<file path="config.mk">
export PLATFORM = sky130hd
export DESIGN_NAME = midpoint_circle_rasterizer_flat
export DESIGN_NICKNAME = d
export VERILOG_FILES = /design/src/rtl/mcr_pkg.sv /design/src/rtl/mcr_in_if.sv /design/src/rtl/mcr_out_if.sv /design/src/rtl/mcr_step.sv /design/src/rtl/mcr_emit.sv /design/src/rtl/midpoint_circle_rasterizer.sv /design/src/flat_wrapper.sv
export SDC_FILE = /design/constraint.sdc
export NUM_CORES = 1
export LEC_CHECK = 0
export BUFFER_PORTS_ARGS = -buffer_cell sky130_fd_sc_hd__clkbuf_2
export CAP_MARGIN = 20
export CORE_MARGIN = 2
export CORE_UTILIZATION = 65
export CTS_BUF_LIST = sky130_fd_sc_hd__clkbuf_16
export CTS_CLUSTER_DIAMETER = 60
export DETAILED_ROUTE_END_ITERATION = 10
export HOLD_SLACK_MARGIN = 0.06
export PLACE_DENSITY = 0.83
export SETUP_SLACK_MARGIN = 0.3
export SLEW_MARGIN = 20
export SYNTH_ARGS = -nofsm -noshare
export SYNTH_HDL_FRONTEND = slang
export SYNTH_SLANG_ARGS = --single-unit
</file>
<file path="constraint.sdc">
create_clock -name clk -period 5.5 [get_ports clk]
set_input_delay 0.55 -clock clk [delete_from_list [all_inputs] [get_ports clk]]
set_output_delay 0.55 -clock clk [all_outputs]
set_load 0.02 [all_outputs]
</file>
<file path="src/rtl/mcr_pkg.sv">
// Package: widths, codes and the point job record of the circle rasterizer.
package mcr_pkg;

  localparam int COORD_BITS  = 12;
  localparam int RADIUS_BITS = 10;
  localparam int QUAD_BITS   = 3;
  localparam int POINT_BITS  = COORD_BITS + 1;
  localparam int DEC_BITS    = RADIUS_BITS + 3;
  // Room for centre +/- offset without overflow before the final wrap.
  localparam int WIDE_BITS   = (RADIUS_BITS + 2 > POINT_BITS) ? RADIUS_BITS + 2 : POINT_BITS;
  localparam int IDX_BITS    = 3;

  localparam logic MODE_START = 1'b0;
  localparam logic MODE_STEP  = 1'b1;

  localparam logic [QUAD_BITS-1:0] QUAD_ALL  = 3'd0;
  localparam logic [QUAD_BITS-1:0] QUAD_LAST = 3'd4;

  localparam logic [IDX_BITS-1:0] IDX_FIRST = 3'd0;
  localparam logic [IDX_BITS-1:0] IDX_FINAL = 3'd7;

  typedef struct packed {
    logic signed [COORD_BITS-1:0] cx;
    logic signed [COORD_BITS-1:0] cy;
    logic [RADIUS_BITS-1:0]       x;
    logic [RADIUS_BITS-1:0]       y;
    logic [IDX_BITS-1:0]          first;
    logic [IDX_BITS-1:0]          last;
    logic                         done;
  } job_t;

endpackage

</file>
<file path="src/rtl/mcr_in_if.sv">
// Request channel of the circle rasterizer: start or step commands.
interface mcr_in_if import mcr_pkg::*; ();
  logic                         valid;
  logic                         ready;
  logic                         mode;
  logic signed [COORD_BITS-1:0] center_x;
  logic signed [COORD_BITS-1:0] center_y;
  logic [RADIUS_BITS-1:0]       radius;
  logic [QUAD_BITS-1:0]         quadrant;

  modport source (output valid, mode, center_x, center_y, radius, quadrant, input ready);
  modport sink   (input valid, mode, center_x, center_y, radius, quadrant, output ready);
endinterface

</file>
<file path="src/rtl/mcr_out_if.sv">
// Point channel of the circle rasterizer.
interface mcr_out_if import mcr_pkg::*; ();
  logic                         valid;
  logic                         ready;
  logic signed [POINT_BITS-1:0] point_x;
  logic signed [POINT_BITS-1:0] point_y;
  logic                         last_of_step;
  logic                         circle_done;

  modport source (output valid, point_x, point_y, last_of_step, circle_done, input ready);
  modport sink   (input valid, point_x, point_y, last_of_step, circle_done, output ready);
endinterface

</file>
<file path="src/rtl/mcr_step.sv">
// Midpoint step unit: holds the circle state and builds a point job per request.
module mcr_step import mcr_pkg::*; (
  input  logic                         clk,
  input  logic                         rst,
  input  logic                         fire,
  input  logic                         mode,
  input  logic signed [COORD_BITS-1:0] center_x,
  input  logic signed [COORD_BITS-1:0] center_y,
  input  logic [RADIUS_BITS-1:0]       radius,
  input  logic [QUAD_BITS-1:0]         quadrant,
  output job_t                         job,
  output logic                         job_load
);

  logic signed [COORD_BITS-1:0] centre_x_reg, centre_x_reg_next;
  logic signed [COORD_BITS-1:0] centre_y_reg, centre_y_reg_next;
  logic [QUAD_BITS-1:0]         quadrant_reg, quadrant_reg_next;
  logic [RADIUS_BITS-1:0]       step_x, step_x_next;
  logic [RADIUS_BITS-1:0]       step_y, step_y_next;
  logic signed [DEC_BITS-1:0]   decision, decision_next;
  logic                         active;
  logic                         update;
  logic                         done_next;
  logic signed [DEC_BITS-1:0]   x_ext, y_ext;
  logic [QUAD_BITS-1:0]         quad_m1;

  // A step request while idle leaves everything untouched.
  assign update = fire && ((mode == MODE_START) || active);

  always_comb begin
    centre_x_reg_next = centre_x_reg;
    centre_y_reg_next = centre_y_reg;
    quadrant_reg_next = quadrant_reg;
    step_x_next       = step_x;
    step_y_next       = step_y;
    decision_next     = decision;
    x_ext             = '0;
    y_ext             = '0;
    if (mode == MODE_START) begin
      centre_x_reg_next = center_x;
      centre_y_reg_next = center_y;
      quadrant_reg_next = quadrant;
      step_x_next       = '0;
      step_y_next       = radius;
      decision_next     = DEC_BITS'(1) - DEC_BITS'(radius);
    end else begin
      step_x_next = step_x + 1'b1;
      x_ext       = DEC_BITS'(step_x_next);
      if (decision < 0) begin
        decision_next = decision + (x_ext <<< 1) + DEC_BITS'(1);
      end else begin
        step_y_next   = step_y - 1'b1;
        y_ext         = DEC_BITS'(step_y_next);
        decision_next = decision + ((x_ext - y_ext) <<< 1) + DEC_BITS'(1);
      end
    end
  end

  assign done_next = !(step_x_next < step_y_next);
  assign quad_m1   = quadrant_reg_next - 1'b1;

  always_comb begin
    job.cx   = centre_x_reg_next;
    job.cy   = centre_y_reg_next;
    job.x    = step_x_next;
    job.y    = step_y_next;
    job.done = done_next;
    if (quadrant_reg_next == QUAD_ALL) begin
      job.first = IDX_FIRST;
      job.last  = IDX_FINAL;
    end else begin
      job.first = {quad_m1[1:0], 1'b0};
      job.last  = {quad_m1[1:0], 1'b1};
    end
  end

  // Selections above the last quadrant update state but plot nothing.
  assign job_load = update && (quadrant_reg_next <= QUAD_LAST);

  always_ff @(posedge clk) begin
    if (rst) begin
      centre_x_reg <= '0;
      centre_y_reg <= '0;
      quadrant_reg <= '0;
      step_x       <= '0;
      step_y       <= '0;
      decision     <= '0;
      active       <= 1'b0;
    end else if (update) begin
      centre_x_reg <= centre_x_reg_next;
      centre_y_reg <= centre_y_reg_next;
      quadrant_reg <= quadrant_reg_next;
      step_x       <= step_x_next;
      step_y       <= step_y_next;
      decision     <= decision_next;
      active       <= !done_next;
    end
  end

endmodule

</file>
<file path="src/rtl/mcr_emit.sv">
// Point emitter: walks one job's mirrored points into the output register.
module mcr_emit import mcr_pkg::*; (
  input  logic      clk,
  input  logic      rst,
  input  job_t      job_in,
  input  logic      job_load,
  output logic      job_free,
  mcr_out_if.source point
);

  job_t                job;
  logic                job_valid;
  logic [IDX_BITS-1:0] idx;
  logic                advance;
  logic                at_last;
  logic [1:0]          pair;
  logic                swap;
  logic [RADIUS_BITS-1:0] a, b;
  logic [WIDE_BITS-1:0]   a_w, b_w, cx_w, cy_w, px_w, py_w;

  assign advance  = job_valid && (!point.valid || point.ready);
  assign at_last  = (idx == job.last);
  assign job_free = !job_valid || (advance && at_last);

  // Point order: pair selects the quadrant, swap picks the (y, x) mirror.
  assign pair = idx[2:1];
  assign swap = idx[0];
  assign a    = swap ? job.y : job.x;
  assign b    = swap ? job.x : job.y;
  assign a_w  = {{(WIDE_BITS-RADIUS_BITS){1'b0}}, a};
  assign b_w  = {{(WIDE_BITS-RADIUS_BITS){1'b0}}, b};
  assign cx_w = {{(WIDE_BITS-COORD_BITS){job.cx[COORD_BITS-1]}}, job.cx};
  assign cy_w = {{(WIDE_BITS-COORD_BITS){job.cy[COORD_BITS-1]}}, job.cy};
  assign px_w = pair[1] ? (cx_w - a_w) : (cx_w + a_w);
  assign py_w = (pair[1] == pair[0]) ? (cy_w - b_w) : (cy_w + b_w);

  always_ff @(posedge clk) begin
    if (rst) begin
      job_valid   <= 1'b0;
      point.valid <= 1'b0;
    end else begin
      if (advance) begin
        point.valid <= 1'b1;
      end else if (point.ready) begin
        point.valid <= 1'b0;
      end
      // A new job only arrives while no job is held or the current one is moving its last point.
      if (job_load) begin
        job_valid <= 1'b1;
        idx       <= job_in.first;
      end else if (advance) begin
        idx <= idx + 1'b1;
        if (at_last) begin
          job_valid <= 1'b0;
        end
      end
    end
  end

  always_ff @(posedge clk) begin
    if (job_load) begin
      job <= job_in;
    end
    if (advance) begin
      point.point_x      <= px_w[POINT_BITS-1:0];
      point.point_y      <= py_w[POINT_BITS-1:0];
      point.last_of_step <= at_last;
      point.circle_done  <= job.done;
    end
  end

endmodule

</file>
<file path="src/rtl/midpoint_circle_rasterizer.sv">
// Midpoint circle rasterizer top level.
// Channels: item (sink) takes start requests (mode 0: centre, radius, quadrant)
// and step requests (mode 1: one midpoint step); point (source) gives one
// plotted point per transfer, last_of_step on the final point of a request and
// circle_done on every point of the request that finishes the circle.
// Quadrant 0 yields eight points per request, quadrants 1..4 yield two, codes
// 5..7 and step requests while idle yield none.
// An accepted request is registered as a job in the emitter, whose points then
// pass one by one through the single point output register, which paces the
// requests; a request that yields none never occupies the emitter.
// The next request is taken in the cycle the current one's last point moves to
// the output register, so requests follow with no gap.
// Reset: synchronous, clears the circle state to idle and drops point.valid.
// Stall: while point.ready is low a valid output point holds, and item.ready
// falls once a request's points are still waiting behind it.
module midpoint_circle_rasterizer import mcr_pkg::*; (
  input  logic      clk,
  input  logic      rst,
  mcr_in_if.sink    item,
  mcr_out_if.source point
);

  job_t job;
  logic job_load;
  logic job_free;
  logic fire;

  assign item.ready = job_free;
  assign fire       = item.valid && item.ready;

  mcr_step u_step (
    .clk      (clk),
    .rst      (rst),
    .fire     (fire),
    .mode     (item.mode),
    .center_x (item.center_x),
    .center_y (item.center_y),
    .radius   (item.radius),
    .quadrant (item.quadrant),
    .job      (job),
    .job_load (job_load)
  );

  mcr_emit u_emit (
    .clk      (clk),
    .rst      (rst),
    .job_in   (job),
    .job_load (job_load),
    .job_free (job_free),
    .point    (point)
  );

endmodule

</file>
<file path="src/flat_wrapper.sv">
// flat-port wrapper written by rule: the top's interface ports become plain ports
module midpoint_circle_rasterizer_flat import mcr_pkg::*;
  (clk, rst, item_valid, item_mode, item_center_x, item_center_y, item_radius, item_quadrant, item_ready, point_valid, point_point_x, point_point_y, point_last_of_step, point_circle_done, point_ready);
  mcr_in_if item_i ();
  mcr_out_if point_i ();
  input  logic clk;
  input  logic rst;
  input wire logic [$bits(item_i.valid)-1:0] item_valid;
  input wire logic [$bits(item_i.mode)-1:0] item_mode;
  input wire logic [$bits(item_i.center_x)-1:0] item_center_x;
  input wire logic [$bits(item_i.center_y)-1:0] item_center_y;
  input wire logic [$bits(item_i.radius)-1:0] item_radius;
  input wire logic [$bits(item_i.quadrant)-1:0] item_quadrant;
  output wire logic [$bits(item_i.ready)-1:0] item_ready;
  output wire logic [$bits(point_i.valid)-1:0] point_valid;
  output wire logic [$bits(point_i.point_x)-1:0] point_point_x;
  output wire logic [$bits(point_i.point_y)-1:0] point_point_y;
  output wire logic [$bits(point_i.last_of_step)-1:0] point_last_of_step;
  output wire logic [$bits(point_i.circle_done)-1:0] point_circle_done;
  input wire logic [$bits(point_i.ready)-1:0] point_ready;
  assign item_i.valid = item_valid;
  assign item_i.mode = item_mode;
  assign item_i.center_x = item_center_x;
  assign item_i.center_y = item_center_y;
  assign item_i.radius = item_radius;
  assign item_i.quadrant = item_quadrant;
  assign item_ready = item_i.ready;
  assign point_valid = point_i.valid;
  assign point_point_x = point_i.point_x;
  assign point_point_y = point_i.point_y;
  assign point_last_of_step = point_i.last_of_step;
  assign point_circle_done = point_i.circle_done;
  assign point_i.ready = point_ready;
  midpoint_circle_rasterizer u_core (.clk(clk), .rst(rst), .item(item_i), .point(point_i));
endmodule
</file>
After elaboration in Yosys (flattened, before gate mapping)
Cells that the tools add are included.
{"block": "word_totals", "reg_bits": 142, "output_inout_bits": 30, "wordCells": 79}
{"block": "op_classes", "add_sub_neg": 14, "magnitude_cmp": 3, "eq_ne": 2, "n_mux": 20, "n_bitwise": 2, "reduce_logical": 17}
{"operator": "$mux 13", "count": 4}
{"operator": "$mux 10", "count": 5}
{"operator": "$add 12x11->13", "count": 2}
{"operator": "$add 13x12->13", "count": 2}
{"operator": "$add 13x2->13 const B", "count": 2}
{"operator": "$sub 12x11->13", "count": 2}
{"operator": "$mux 12", "count": 2}
{"operator": "$lt 13x1->1 const B", "count": 1}
{"operator": "$sub 1x10->11 const A", "count": 1}
{"operator": "$sub 10x10->11", "count": 1}
{"operator": "$add 10x1->10 const B", "count": 1}
{"operator": "$lt 10x10->1", "count": 1}
{"operator": "$sub 10x1->10 const B", "count": 1}
{"operator": "$mux 3", "count": 3}
{"operator": "$mux 6", "count": 1}
{"operator": "$reduce_bool 2->1", "count": 3}
{"operator": "$logic_and 1x1->1", "count": 5}
{"operator": "$mux 1", "count": 5}
{"operator": "$reduce_and 2->1", "count": 2}
{"operator": "$add 3x1->3 const B", "count": 1}
{"operator": "$eq 3x3->1", "count": 1}
{"operator": "$le 3x3->1 const B", "count": 1}
{"operator": "$logic_not 1->1", "count": 3}
{"operator": "$logic_not 3->1", "count": 1}
{"operator": "other kinds (4)", "count": 7}

Depth between registers and ports, before layout
{"block": "depth", "ltp_word": 10, "depth_mapped": 19, "depth_no_buf": 18}

Cells and area by module
From an unflattened synthesis, not the netlist that was laid out.
{"block": "hier_totals", "hier_cells": 1049, "area_unflattened_um2": 9689.3}
{"module": "mcr_step", "instances": 1, "cells_per_inst": 692, "area_per_inst_um2": 5285.1, "seq_area_each_um2": 1221.2}
{"module": "mcr_emit", "instances": 1, "cells_per_inst": 356, "area_per_inst_um2": 4398.0, "seq_area_each_um2": 2412.3}
{"module": "midpoint_circle_rasterizer", "instances": 1, "cells_per_inst": 1, "area_per_inst_um2": 6.3, "seq_area_each_um2": 0.0}

Worst setup path after synthesis
OpenSTA, ideal clock, no wires.
{"block": "synth_timing", "kind": "register to register", "start": "reg u_core.u_emit.idx[0]", "end": "reg u_core.u_emit.point.point_y[12], data pin", "setup_ns": 0.265, "t_arrival_ns": 3.516, "slack_ns": 1.719, "stages_incl_launch_ff": 16, "path_buffers": 5, "synth_period_minus_slack_ns": 3.781, "cell_sequence": "edfxtp_1 buf_4 buf_2 buf_2 buf_2 buf_4 mux2i_1 ha_1 a21oi_1 fa_1 a21oi_1 o21ai_0 a2111oi_0 nor2_1 a311oi_1 xnor2_1"}
{"block": "synth_via", "elab_chain_cells": 3, "word_cells_on_any_way": 4, "cone_classes": "add/sub: 2; mux: 2"}
{"item": "start: declaration", "line_no": "mcr_emit.sv:13", "rtl": "logic [IDX_BITS-1:0] idx;"}
{"item": "start signal: assignment", "line_no": "mcr_emit.sv:50", "rtl": "idx <= job_in.first;"}
{"item": "start signal: assignment", "line_no": "mcr_emit.sv:52", "rtl": "idx <= idx + 1'b1;"}
{"item": "$mux 10 *", "line_no": "mcr_emit.sv:29", "rtl": "assign b = swap ? job.x : job.y;"}
{"item": "$add 12x11->13 / $sub 12x11->13 (equally long branches)", "line_no": "mcr_emit.sv:35", "rtl": "assign py_w = (pair[1] == pair[0]) ? (cy_w - b_w) : (cy_w + b_w);"}
{"item": "$mux 13 *", "line_no": "mcr_emit.sv:35"}
{"item": "named net u_core.u_emit.py_w[12]", "line_no": "mcr_emit.sv:19", "rtl": "logic [WIDE_BITS-1:0] a_w, b_w, cx_w, cy_w, px_w, py_w;"}
{"item": "end signal: assignment", "line_no": "mcr_emit.sv:66", "rtl": "point.point_y <= py_w[POINT_BITS-1:0];"}
{"item": "end: declaration", "line_no": "mcr_out_if.sv:10", "rtl": "modport source (output valid, point_x, point_y, last_of_step, circle_done, input ready);"}
Mark *: on every way through the listed nets, which the timed path passes. The rest lies on a longest branch.
A chain may end at the register's enable or synchronous reset.

Final worst setup path
Ends and elaborated chain as after synthesis.

==> results.toml <==
[status]
status = "completed"

[logic_synthesis]
synth_edf_count = 78
synth_area_per_cell_um2 = 9.073
postSynth.asyncResetShare_pct = 0
yosysWarnings = 0
synth_cell_types = 69
seq_area_frac_synth_pct = 37.26
syn-instance-count = 1066
synth_top_area_share_pct = 24.22
synthFlopType = "edfxtp_1"
synth.top_cells.by_area = "edfxtp_1, dfxtp_1, ha_1"
netlist_area_mm2 = 0.009672
synth_nets = 1188
ys_ff_latch = 141
yosysTopAreaCell = "edfxtp_1"

[routing]
drtAntennaViolNets = 0
wl_per_cell_um = 17.98
vias_per_cell = 6.308
drc = 0
routed_wl_um = 23610
num_vias = 8283
drt-initial-drc-count = 667
firstDrtPassIters = 7

[timing]
slew_viol_final = 0
timing.fmax_mhz = 241.3
clock_skew_ns = 0.006241
finalCriticalPeriod_ns = 4.143
grt_setup_unrepaired = "false"
fin_crit_sh_pct = 75.33
tns_ns = 0
fin_ws_ns = 1.357
hold_viol_final = 0
setup_viol = 0
tightest_slew_ns = 1.053
maxSlewHeadroom_pct = 29.81

[layout]
final_common_cell = "nand2_1"
layout_common_cells = "nand2_1, a21oi_1, nor2_1, edfxtp_1, ha_1"
area_delta_synth_final_pct = 11.24
regArea_mm2 = 0.003603
antenna_cells = 0
drive_gt1_share_pct = 14.08
final_core_utilization_pct = 74.03
multi_input_area_mm2 = 0.005687
largest_register_ffs = 23
top_register = "u_core.u_emit.job"
fillers = 1042
final_nets = 1238

[floorplan]
die_area_mm2 = 0.01587
core-area_mm2 = 0.01453
rows = 44
fp.dieH_um = 126.0
die_w_um = 126.0
io_pins = 72
start_util_pct = 66.55

[placement]
place_ws_ns = 1.473
portBuffers = 71
gp_congestion = 0.9425
dp_hpwl_um = 15990

[worst_setup_path]
ff2ff_path_depth = 10
startpoint_type = "register"
cp_data_required_time_ns = 5.67
crit_family = "compound AO/OA/AOI/OAI gates"
crit_type = "reg -> reg"
crit_top_cell = "a21oi_1"
critPathMaxFanout = 29
crit_path_end_kind = "register"
cp.arrival_ns = 4.31
worstPathCellList = "mux2i_1, ha_1, a21oi_1, fa_1, a21oi_1, o21ai_0, a2111oi_0, nor2_1, a311oi_1, xnor2_1"
cp_slowest_cell = "edfxtp_1"
cp.depth = 10
max_stage_delay_ns = 1.04
path_buf_inv = 0

[power]
ir_worst_vdd_uv = 228.0
p_leak_nw = 4.488
power_density_mw_per_mm2 = 388.6

[cts]
cts_resized = 0
htree_num_levels = 4
cts_hold_buffers = 0
root_buffer = "clkbuf_16"
cts_buffers = 17
post_cts_buffers = 0
cts_tree = "built"
clk_transition_reported_paths_ns = 0.06
clk_path_buf_depth = 2
insertion_delay_ns = 0.42
cts_sinks = 141

[global_routing]
grtUsageTotal_pct = 29.98
grt_pass1_wl_um = 38500
antenna_found_initial = 0
grt_pass1_vias = 8003
grt_start_max_net_pins = 69
gr-total-overflow = 0

[hold_path]
min_path_type = "reg -> reg"
hold_depth = 0

[flow_run]
cap_violations = 0
==> kinds of logic (layout without fill, tap and decap cells) <==
family / after synthesis / after routing / share of synthesized area (%)
buffers and inverters: 98 / 161 / 4.062
DFF: 141 / 141 / 37.26
xor gates and xnor gates: 84 / 84 / 7.607
and+or+nand+nor: 354 / 354 / 17.44
adders and majority gates: 80 / 80 / 10.74
muxes: 52 / 52 / 5.731
AOI/OAI and AO/OA: 257 / 257 / 17.17
==> path summary, 6_finish.rpt <==
check	start	endpoint	slack [ns]
max	u_core.u_emit.idx[0]	u_core.u_emit.point.point_y[12]	1.36
min	u_core.u_emit.job[0]	u_core.u_emit.point.circle_done	0.42
max reg2reg	u_core.u_emit.idx[0]	u_core.u_emit.point.point_y[12]	1.36
min reg2reg	u_core.u_emit.job[0]	u_core.u_emit.point.circle_done	0.42
==> worst reg2reg max path: stages, from the launching register on <==
cell and delay [ns]:
edfxtp_1 1.04, mux2i_1 0.33, ha_1 0.40, a21oi_1 0.12, fa_1 0.47, a21oi_1 0.23
o21ai_0 0.14, a2111oi_0 0.53, nor2_1 0.17, a311oi_1 0.35, xnor2_1 0.12
==> final cells by class <==
cell class	instances	share of cell area, %
inverters	50	1.744
clock inverters	15	1.954
multi-input cells	827	52.85
flip-flops and latches	141	33.49
repair buffers	79	3.861
clock buffers	17	3.954
well taps	184	2.140
==> synthesized netlist by cell type (9+ instances only) <==
| master | number |
|---|---|
| mux2_2 | 27 |
| nor3_1 | 35 |
| o21a_1 | 10 |
| a21oi_1 | 94 |
| o211ai_1 | 9 |
| a21o_1 | 19 |
| mux2i_1 | 25 |
| xor2_1 | 35 |
| nor2_1 | 82 |
| inv_1 | 49 |
| edfxtp_1 | 78 |
| and3_1 | 11 |
| o21ai_0 | 36 |
| xnor2_1 | 49 |
| nand2_1 | 125 |
| and2_1 | 14 |
| ha_1 | 75 |
| a211oi_1 | 18 |
| buf_2 | 14 |
| nand2b_1 | 12 |
| clkbuf_1 | 31 |
| dfxtp_1 | 63 |
| nand3_1 | 18 |
==> power by group <==
| part | switching [W] | leakage [nW] | internal (W) |
|---|---|---|---|
| logic | 0.000927 | 2.94 | 0.000636 |
| clock network | 0.000482 | 0.304 | 0.000768 |
| registers | 0.0000838 | 1.25 | 0.00128 |
==> stage by stage <==
step | instances | hold slack, ns | area [µm²] | power [W]
after floorplan | 1066 | 0.4003 | 9672 | 0.002564
after global placement | 1281 | 0.4088 | 10120 | 0.002850
after detailed placement | 1281 | 0.4062 | 10120 | 0.002891
after CTS | 1313 | 0.4191 | 10760 | 0.004160
after global routing | 1313 | 0.4219 | 10760 | 0.004408
final | 1313 | 0.4230 | 10760 | 0.004181
==> metal layers <==
metal | track usage [%] | vias up | part of all wire [%]
met4 | 12.67 | 0 | 3.2
met3 | 5.395 | 62 | 5.5
li1 | - | 3952 | -
met2 | 52.75 | 323 | 50
met5 | 0 | - | 0
met1 | 36.13 | 3946 | 41
Note: power is estimated with default switching activity, not from simulation.
